<file path="src/rtl/lsc_pkg.sv">
// shared types and constants for the lru slot cache
package lsc_pkg;

    // default sizing
    localparam int MAX_SLOTS_DEF = 64;
    localparam int KEY_BITS_DEF  = 48;

    // field widths
    localparam int BLOCK_KEY_W = 48;
    localparam int SLOT_ID_W   = 6;
    localparam int CFG_W       = 7;

    // stream bus widths
    localparam int S_TDATA_W = 48;
    localparam int M_TDATA_W = 56;
    localparam int M_TUSER_W = 2;

    // tuser bit positions on the result side
    localparam int TUSER_HIT     = 0;
    localparam int TUSER_EVICTED = 1;

    // sequencer states
    typedef enum logic [1:0] {
        ST_IDLE,
        ST_CMP,
        ST_UPD
    } t_lsc_state;

    // controls broadcast to every cell
    typedef struct packed {
        logic upd;
        logic clr;
    } t_lsc_cell_ctl;

    // status each cell reports back
    typedef struct packed {
        logic match;
        logic first_free;
        logic last;
    } t_lsc_cell_flags;

endpackage

</file>
<file path="src/rtl/lsc_cell.sv">
// one recency cell: holds a key and its slot, shifts toward older positions
module lsc_cell #(
    parameter int IDX    = 0,
    parameter int SLOT_W = 6,
    parameter int CMP_W  = 48
) (
    input  logic                   i_clk,
    input  logic                   i_rst_n,
    input  lsc_pkg::t_lsc_cell_ctl i_ctl,
    input  logic [SLOT_W-1:0]      i_pos,
    input  logic [CMP_W-1:0]       i_lookup_key,
    input  logic [CMP_W-1:0]       i_prev_key,
    input  logic [SLOT_W-1:0]      i_prev_slot,
    input  logic                   i_prev_valid,
    input  logic                   i_next_valid,
    output logic [CMP_W-1:0]       o_key,
    output logic [SLOT_W-1:0]      o_slot,
    output logic                   o_valid,
    output lsc_pkg::t_lsc_cell_flags o_flags
);

    logic [CMP_W-1:0]  r_key;
    logic [SLOT_W-1:0] r_slot;
    logic              r_valid;
    logic              n_valid;
    logic              shift;

    // cells up to the taken position move one step older
    assign shift = i_ctl.upd && (SLOT_W'(IDX) <= i_pos);

    // valid bit next value
    always_comb begin
        n_valid = r_valid;
        if (i_ctl.clr) begin
            n_valid = 1'b0;
        end else if (shift) begin
            n_valid = i_prev_valid;
        end
    end

    always_ff @(posedge i_clk) begin
        if (!i_rst_n) begin
            r_valid <= 1'b0;
        end else begin
            r_valid <= n_valid;
        end
    end

    // entry payload
    always_ff @(posedge i_clk) begin
        if (shift) begin
            r_key  <= i_prev_key;
            r_slot <= i_prev_slot;
        end
    end

    // lookup and position status
    assign o_flags.match      = r_valid && (r_key == i_lookup_key);
    assign o_flags.first_free = !r_valid && i_prev_valid;
    assign o_flags.last       = r_valid && !i_next_valid;

    assign o_key   = r_key;
    assign o_slot  = r_slot;
    assign o_valid = r_valid;

endmodule

</file>
<file path="config.mk">
export PLATFORM = sky130hd
export DESIGN_NAME = lsc_cell
export DESIGN_NICKNAME = d
export VERILOG_FILES = /design/src/rtl/lsc_pkg.sv /design/src/rtl/lsc_cell.sv
export SDC_FILE = /design/constraint.sdc
export NUM_CORES = 1
export LEC_CHECK = 0
export ABC_AREA = 1
export BUFFER_PORTS_ARGS = -buffer_cell sky130_fd_sc_hd__buf_2
export CAP_MARGIN = 20
export CORE_ASPECT_RATIO = 1.4
export CORE_MARGIN = 1.5
export CORE_UTILIZATION = 42
export DETAILED_ROUTE_END_ITERATION = 12
export GPL_TIMING_DRIVEN = 0
export PLACE_DENSITY = 0.81
export SYNTH_ARGS = -nofsm -noshare
export SYNTH_HDL_FRONTEND = slang
export SYNTH_SLANG_ARGS = --single-unit
</file>
<file path="constraint.sdc">
create_clock -name i_clk -period 2.4 [get_ports i_clk]
set_clock_uncertainty 0.1 [all_clocks]
set_input_delay 0.24 -clock i_clk [delete_from_list [all_inputs] [get_ports i_clk]]
set_output_delay 0.24 -clock i_clk [all_outputs]
set_load 0.01 [all_outputs]
</file>
# [Word level (Yosys, flattened, before mapping)]
# Index checks and enable logic that the tools add are counted.
[totals] regBits=55 inputBits=114 out_inout_bits=58 word_cells=13
[op_classes] magnitude_cmp=1 n_eq_ne=1 bitwise=1 n_reduce_logical=7
[op_table] cell="$eq A48 B48 Y1" n=1
[op_table] cell="$le A1 B6 Y1 const A" n=1
[op_table] cell="$logic_and A1 B1 Y1" n=4
[op_table] cell="$logic_not A1 Y1" n=2
[op_table] cell="$reduce_or A2 Y1" n=1
[op_table] cell="$not A1 Y1" n=1

# [Depth between registers and ports, before layout]
# Gate-level depths: netlist of the first run.
[depth] ltp_word=2 depth_mapped=10 mapped_depth_nobuf=10

# [Worst setup path before layout of the first run]
# Ideal clock, no wire load.
[synth_path] path_type="input to register" start="input i_ctl[1] (netlist name)" end="register r_key[0] (netlist: o_key[0]), enable pin" setup_ps=430 arrival_ps=1723 required_ps=1870 path_slack_ps=146 cell_stages=1 path_buffers=1 path_cell_list="clkbuf_1"
[synth_between] elab_chain_len=1
[synth_lines] element="start, declared" line_no="lsc_cell.sv:9" rtl="input lsc_pkg::t_lsc_cell_ctl i_ctl,"
[synth_lines] element="$logic_and A1 B1 Y1" line_no="lsc_cell.sv:29" rtl="assign shift = i_ctl.upd && (SLOT_W'(IDX) <= i_pos);"
[synth_lines] element="end signal, assigned" line_no="lsc_cell.sv:52" rtl="r_key <= i_prev_key;"
[synth_lines] element="end, declared" line_no="lsc_cell.sv:22" rtl="logic [CMP_W-1:0] r_key;"
# No other way between the ends.
# A chain may end at the register's enable or synchronous reset.

==> results.md, run 1 <==
- Outcome: complete, no violations
- Final setup viols: 0
- Vias in the first global route: 2293
- Clk_lat worst skew: roughly 0.29 ns
- CTS tree: yes
- Chip Width: 68.6 µm
- Synth warnings: 0
- Setup slack, reg-to-reg: 1.60 ns
- Clock share of power: 0.271
- Placer congestion estimate: between 0.7 and 0.8
- Switching pwr: between 0.5 and 0.6 mW
- Slew headroom: 0.549
- Post-CTS resize count: 0
- Crit end category: output pin
- Initial antenna violation count: 0
- Crit path max fanout: 3
- Depth of the worst hold-timing path: 1
- Area contributors post-synth: edfxtp_1 64%, nand2_1 12%, inv_1 8.2%
- Pins over their slew limit: 0
- Footprint of the multi-input gates: 666 µm²
- WL/cell: approximately 12 µm
- Num CTS Buffers: 5
- GRT overflow: 0
- Drt total wl: ~6600 µm
- FF-to-FF End: o_valid
- Peak VDD IR: approximately 0.42 mV
- DR pass1 iterations: 4
- Final-stage net count: approximately 580
- Sink Count: 55
- CP Cell Sequence: inv_1, nand2_1, nand2_1, nand2_1, nor2_1, nand2_1, nor2_1, nand2_1, nor2_2, buf_2
- HP Start: i_prev_key[24]
- Max Clk Rate: around 0.54 GHz
- Register Area: 0.00164 mm²
- Net Count, Synth: 372
- Max incr delay on CP: 0.42 ns
- Post-CTS Setup Repair Bufs: 0
- Max-cap violation count: 0
- Synth area leader: edfxtp_1
- Most frequent cells in the layout: 165 x buf_2, 79 x nand2_1, 55 x inv_1
- Async set-or-reset flop fraction in the synthesized netlist: 0
- Number of port buffers: around 170
- Worst hold endpoint: o_key[24]
- First-pass GRT wire length: slightly below 9000 µm
- Most common cell after layout, fill and taps aside: buf_2
- Row count: 33
- I/O Pins: 172
- Pwr dens: about 560 mW/mm²
- Starting DRC count in detailed routing: between 70 and 80
- Top cell by count, worst path: nand2_1
- Via/cell ratio: ~4.5
- Hold Fails Final Rpt: 0
- Layout cell share with drive strength beyond 1: 0.392
- Critical path arrival: roughly 1.5 ns
- Comb pwr share: 0.187
- GRT Resource Usage Total: 0.184
- Top_reg_cell synth: edfxtp_1
- Avg Cell Area, Syn: around 10 µm²
- Clock period minus final worst setup slack: about 1.8 ns
- Ant diodes: 0
- Largest net degree at the start of global routing: 29
- CTS max path bufs: 2
- DP Wirelength: ~4900 µm
- Worst path bufs/invs: 2
- Delay-heaviest family, CP: simple AND/OR/NAND/NOR gates
- Synth unique cells: 19
- Worst slew pin tran: between 0.6 and 0.7 ns
- Critical path required time: a little over 2 ns
- CTS HTree Levels: 2
- CORE AREA: a little under 0.006 mm²
- Sw Ratio: 0.243
- Worst Hold Class: in2reg
- Mapped Cells: approximately 260
- DRC Markers: 0
- CP Launch Type: flop
- Worst R2R Path Depth: 2
- Post-synth EDFFs: between 50 and 60
- Sequential area share after synthesis: 0.648
- CTS Root Cell: clkbuf_8
- Starting density of the core: 0.435
- FF+latch count, synth: between 50 and 60
- Pwr Total: ~2.2 mW
- CTS clk-pin slew, worst paths: about 0.090 ns
- Fill cells: 469
- Seq pwr share: 0.541
- Final cycle utilization of the critical path: 0.766
- Height of the die: roughly 95 µm
- Mapped Area: between 0.002 and 0.003 mm²
- Vias after detailed routing: between 2000 and 2500
- Synth-to-layout area growth: 53.8%
- Antenna Nets Post-Route: 0
- RSZ-0062 raised after global routing: no
- Die ar.: 0.00651 mm²
- Internal power: 1.66 mW
- Setup CP Type: reg2out
- Util after Layout: 0.669
- Leak Pwr: around 2.0 nW
- Synth top area share: 0.640
- Crit-path slowest cell: edfxtp_1
- Worst r2r src: o_valid
[worst max path at each step]
stage                     depth (start not counted)         end  startpoint
after global placement                            2   o_key[15]    i_ctl[1]
after floorplan                                   1    o_key[0]    i_ctl[1]
after detailed placement                          3   o_key[31]    i_ctl[1]
after CTS                                         8  o_flags[2]   o_key[14]
final                                            10  o_flags[2]   o_key[20]
after global routing                             10  o_flags[2]   o_key[20]
[sequential cells by signal, indices dropped and copies added, names as in the netlist]
name     flops
o_key       48
o_slot       6
o_valid      1
[cells in the mapped netlist (2+ instances only)]
master	number
nor2_2	2
o211ai_1	2
xnor2_1	11
nand3_1	2
edfxtp_1	54
xor2_1	5
nor2_1	22
o21ai_1	14
inv_1	55
nand2_1	79
inv_2	4
[cell type report]
cell class	instances	area share
flip-flops and latches	55	0.421
repair buffers	198	0.299
multi-input cells	143	0.171
inverters	59	0.0569
well taps	70	0.0225
clock buffers	5	0.0177
clock inverters	3	0.00996
plain buffers	1	0.00128
[stage by stage]
step | cell area, µm² | setup TNS (ns) | hold WS, ns | setup WS (ns) | std cells
finish | 3890 | 0 | 0.0113 | 0.561 | 534
global route | 3890 | 0 | -0.00235 | 0.375 | 534
CTS | 3730 | 0 | 0.000688 | 0.519 | 518
detailed placement | 3470 | 0 | 0.319 | 0.818 | 494
global placement | 3450 | -25.91 | 0.316 | -0.483 | 493
floorplan | 2530 | 0 | 0.234 | 0.146 | 258
[metal layers]
| layer | share of wire | global-route usage | vias to the layer above |
|---|---|---|---|
| met5 | 0 | 0 | - |
| met4 | 0.017 | 0.0750 | 0 |
| met3 | 0.079 | 0.0584 | 12 |
| met2 | 0.57 | 0.359 | 103 |
| met1 | 0.34 | 0.164 | 1088 |
| li1 | - | - | 1204 |
[timing repair]
action | 4_1_cts | 5_1_grt
endpoints found under the setup margin | 0 | 0
hold buffers | 16 | 16
endpoints found under the hold margin | 16 | 16
[power by group through the flow]
stage	Sequential (mW)	Combinational [mW]	Clock, mW
final	1.18	0.410	0.593
after global routing	1.20	0.456	0.641
after CTS	1.18	0.392	0.612
after detailed placement	1.21	0.369	0
after global placement	1.20	0.355	0
after floorplan	1.24	0.132	0
[kinds of logic (layout without fill, tap and decap cells)]
logic type      count (synthesis)  after routing  share of synthesized area
flops                          55             55                      0.648
compound gates                 18             18                     0.0390
xor+xnor                       16             16                     0.0553
simple gates                  109            109                      0.168
buf+inv                        60            266                     0.0889
(Power assumes the default switching activity.)
==> inputs of run 2 (changes only) <==
Clock period 2.4 ns to 1.8 ns, I/O delays scaled along.
==> run 2 against run 1 <==
The run now ends with setup timing left. Combinational power rose by 48%. Highest routed layer unchanged. Largest power group unchanged. Final area increased by 6.2%. Critical path depth is 2 lower.
==> results.md, run 2 (same netlist as run 1, synthesis figures left out) <==
- Outcome: finished, violations left
- Failing checks: setup timing
- DR pass1 iterations: 4 (unchanged)
- Top cell by count, worst path: nand2_1
- Register Area: 0.00164 mm² (unchanged)
- Fin Setup TNS: -0.0316 ns (-0.0316 ns)
- Critical path arrival: 1.55 ns (+0.05 ns)
- Antenna Nets Post-Route: 0 (unchanged)
- Row count: 33 (unchanged)
- Worst slew pin tran: 0.619 ns (-0.0573 ns)
- Placed cells: 494 (unchanged)
- Crit end category: output pin
- Final cycle utilization of the critical path: 1.02
- Worst path bufs/invs: 1 (-1)
- Max Clk Rate: 0.546 GHz
- GRT Resource Usage Total: 0.233 (+0.0485)
- Worst Hold Class: in2reg
- Synth-to-layout area growth: 63.3%
- Max incr delay on CP: 0.44 ns (+0.02 ns)
- Max reg flops: 48 (unchanged)
- Delay-heaviest family, CP: simple AND/OR/NAND/NOR gates
- RSZ-0062 raised after global routing: yes
- Vias after detailed routing: 2504 (+4.0%)
- Setup slack, reg-to-reg: 1.00 ns (-0.60 ns)
- Hold_ws: 0.0255 ns (+0.0141 ns)
- Most common cell after layout, fill and taps aside: buf_2
- Crit path max fanout: 2 (-1)
- GRT overflow: 0 (unchanged)
- DP Wirelength: 4980 µm (+1.2%)
- Ant diodes: 0 (unchanged)
- Sink Count: 55 (unchanged)
- Starting density of the core: 0.435 (unchanged)
- Final-stage net count: 603 (+4.5%)
- Via/cell ratio: 4.47 (-0.80%)
- CP Cell Sequence: xnor2_1, nand2_1, nor2_1, nand2_1, nor2_1, nand2_1, nor2_2, buf_2
- Die ar.: 0.00651 mm² (unchanged)
- I/O Pins: 172 (unchanged)
- Pwr Total: 2.87 mW (+31%)
- Number of port buffers: 165 (unchanged)
- CTS clk-pin slew, worst paths: 0.10 ns (about the same)
- CTS HTree Levels: 2 (unchanged)
- CORE AREA: 0.00582 mm² (unchanged)
- Internal power: 2.11 mW (+28%)
- Comb pwr share: 0.211 (+0.024)
- Switching pwr: 0.755 mW (+42%)
- Layout cell share with drive strength beyond 1: 0.380 (-0.0126)
- Finished Layout Cells: 560 (+4.9%)
- Pins over their slew limit: 0 (unchanged)
- CTS max path bufs: 2 (unchanged)
- Placer congestion estimate: 0.777 (+0.91%)
- Hold Fails Final Rpt: 0 (unchanged)
- Final setup viols: 1 (+1)
- Clock period minus final worst setup slack: roughly 1.8 ns
- CTS Root Cell: clkbuf_8
- Vias in the first global route: 2515 (+9.7%)
- Crit-path slowest cell: edfxtp_1
- Pwr dens: 693 mW/mm² (+23%)
- Clock share of power: 0.236 (-0.035)
- Critical path required time: 1.52 ns (-0.54 ns)
- Util after Layout: 0.711 (+0.0415)
- Chip Width: 68.6 µm (unchanged)
- Largest net degree at the start of global routing: 31 (+6.9%)
- Num CTS Buffers: 5 (unchanged)
- CTS tree: yes
- Initial antenna violation count: 0 (unchanged)
- CP Launch Type: flop
- Setup CP Type: reg2out
- DRC Markers: 0 (unchanged)
- Drt total wl: 7560 µm (+14%)
- Seq pwr share: 0.552 (+0.011)
- Worst Setup Slack, final: -0.0316 ns (-0.593 ns)
- Max-cap violation count: 0 (unchanged)
- Peak VDD IR: 0.596 mV (+40%)
- Sw Ratio: 0.263 (+0.0201)
- Starting DRC count in detailed routing: 72 (+1.4%)
- Height of the die: 94.9 µm (unchanged)
- Slew headroom: 0.587 (+0.0382)
- Footprint of the multi-input gates: 673 µm² (+1.1%)
- First-pass GRT wire length: 10900 µm (+24%)
- Most frequent cells in the layout: 166 x buf_2, 79 x nand2_1, 55 x inv_1, 55 x dlygate4sd3_1, 54 x edfxtp_1
- Fill cells: 426 (-9.2%)
- Clk_lat worst skew: 0.30 ns (about the same)
- WL/cell: 13.5 µm (+9.1%)
- Leak Pwr: 2.10 nW (+5.1%)
-- run 2: cell types whose count changed in the layout (fill, tap and decap cells not counted) --
cell / previous run / this run
dlygate4sd3_1: 32 / 55
buf_4: 0 / 3
buf_2: 165 / 166
bufinv_16: 1 / 0
clkbuf_2: 1 / 0
clkinv_2: 1 / 0
clkinv_4: 0 / 1
clkinvlp_4: 0 / 1
xnor2_1: 11 / 10
xnor2_2: 0 / 1
-- run 2: worst paths after layout --
path,from,end,depth (start not counted)
setup / recovery,o_key[14],o_flags[2],8
hold / removal,i_rst_n,o_valid,3
setup reg to reg,o_valid,o_valid,2
hold reg to reg,o_valid,o_valid,2
-- run 2: final cells by class --
| type | count | area share |
|---|---|---|
| multi-input cells | 143 | 0.163 |
| clock buffers | 5 | 0.0166 |
| flip-flops and latches | 55 | 0.397 |
| clock inverters | 3 | 0.00484 |
| inverters | 59 | 0.0535 |
| well taps | 70 | 0.0212 |
| repair buffers | 224 | 0.343 |
| plain buffers | 1 | 0.00121 |
-- run 2: repair_timing --
item,in CTS,in global routing
setup endpoints to repair,1,12
gates resized for setup,0,2
hold endpoints to repair,55,0
hold buffers,55,0
setup buffers,3,0
pin swaps,2,1
-- run 2: through the flow --
step	worst slack (ns)	area (µm²)
floorplan	0.398	2530
global placement	0.0639	3450
detailed placement	0.255	3470
CTS	-0.0192	4130
global route	-0.199	4140
finish	-0.0316	4140
-- run 2: tightest hold or removal path, cell delays in order --
cell	delay (ns)
buf_2	0.10
o211ai_1	0.07
a21oi_1	0.04
-- run 2: power by group through the flow --
stage	registers, mW	logic (mW)	clock network, mW
floorplan	1.66	0.176	0
global placement	1.60	0.472	0
detailed placement	1.61	0.491	0
CTS	1.58	0.594	0.697
global route	1.60	0.669	0.734
finish	1.58	0.606	0.678
-- run 2: layer usage --
metal	vias up	wire, µm	part of all wire	track usage
met5	-	0	0	0
met4	0	99	0.013	0.0683
met3	8	515	0.068	0.0596
met2	106	4440	0.59	0.470
met1	1135	2510	0.33	0.213
li1	1255	-	-	-
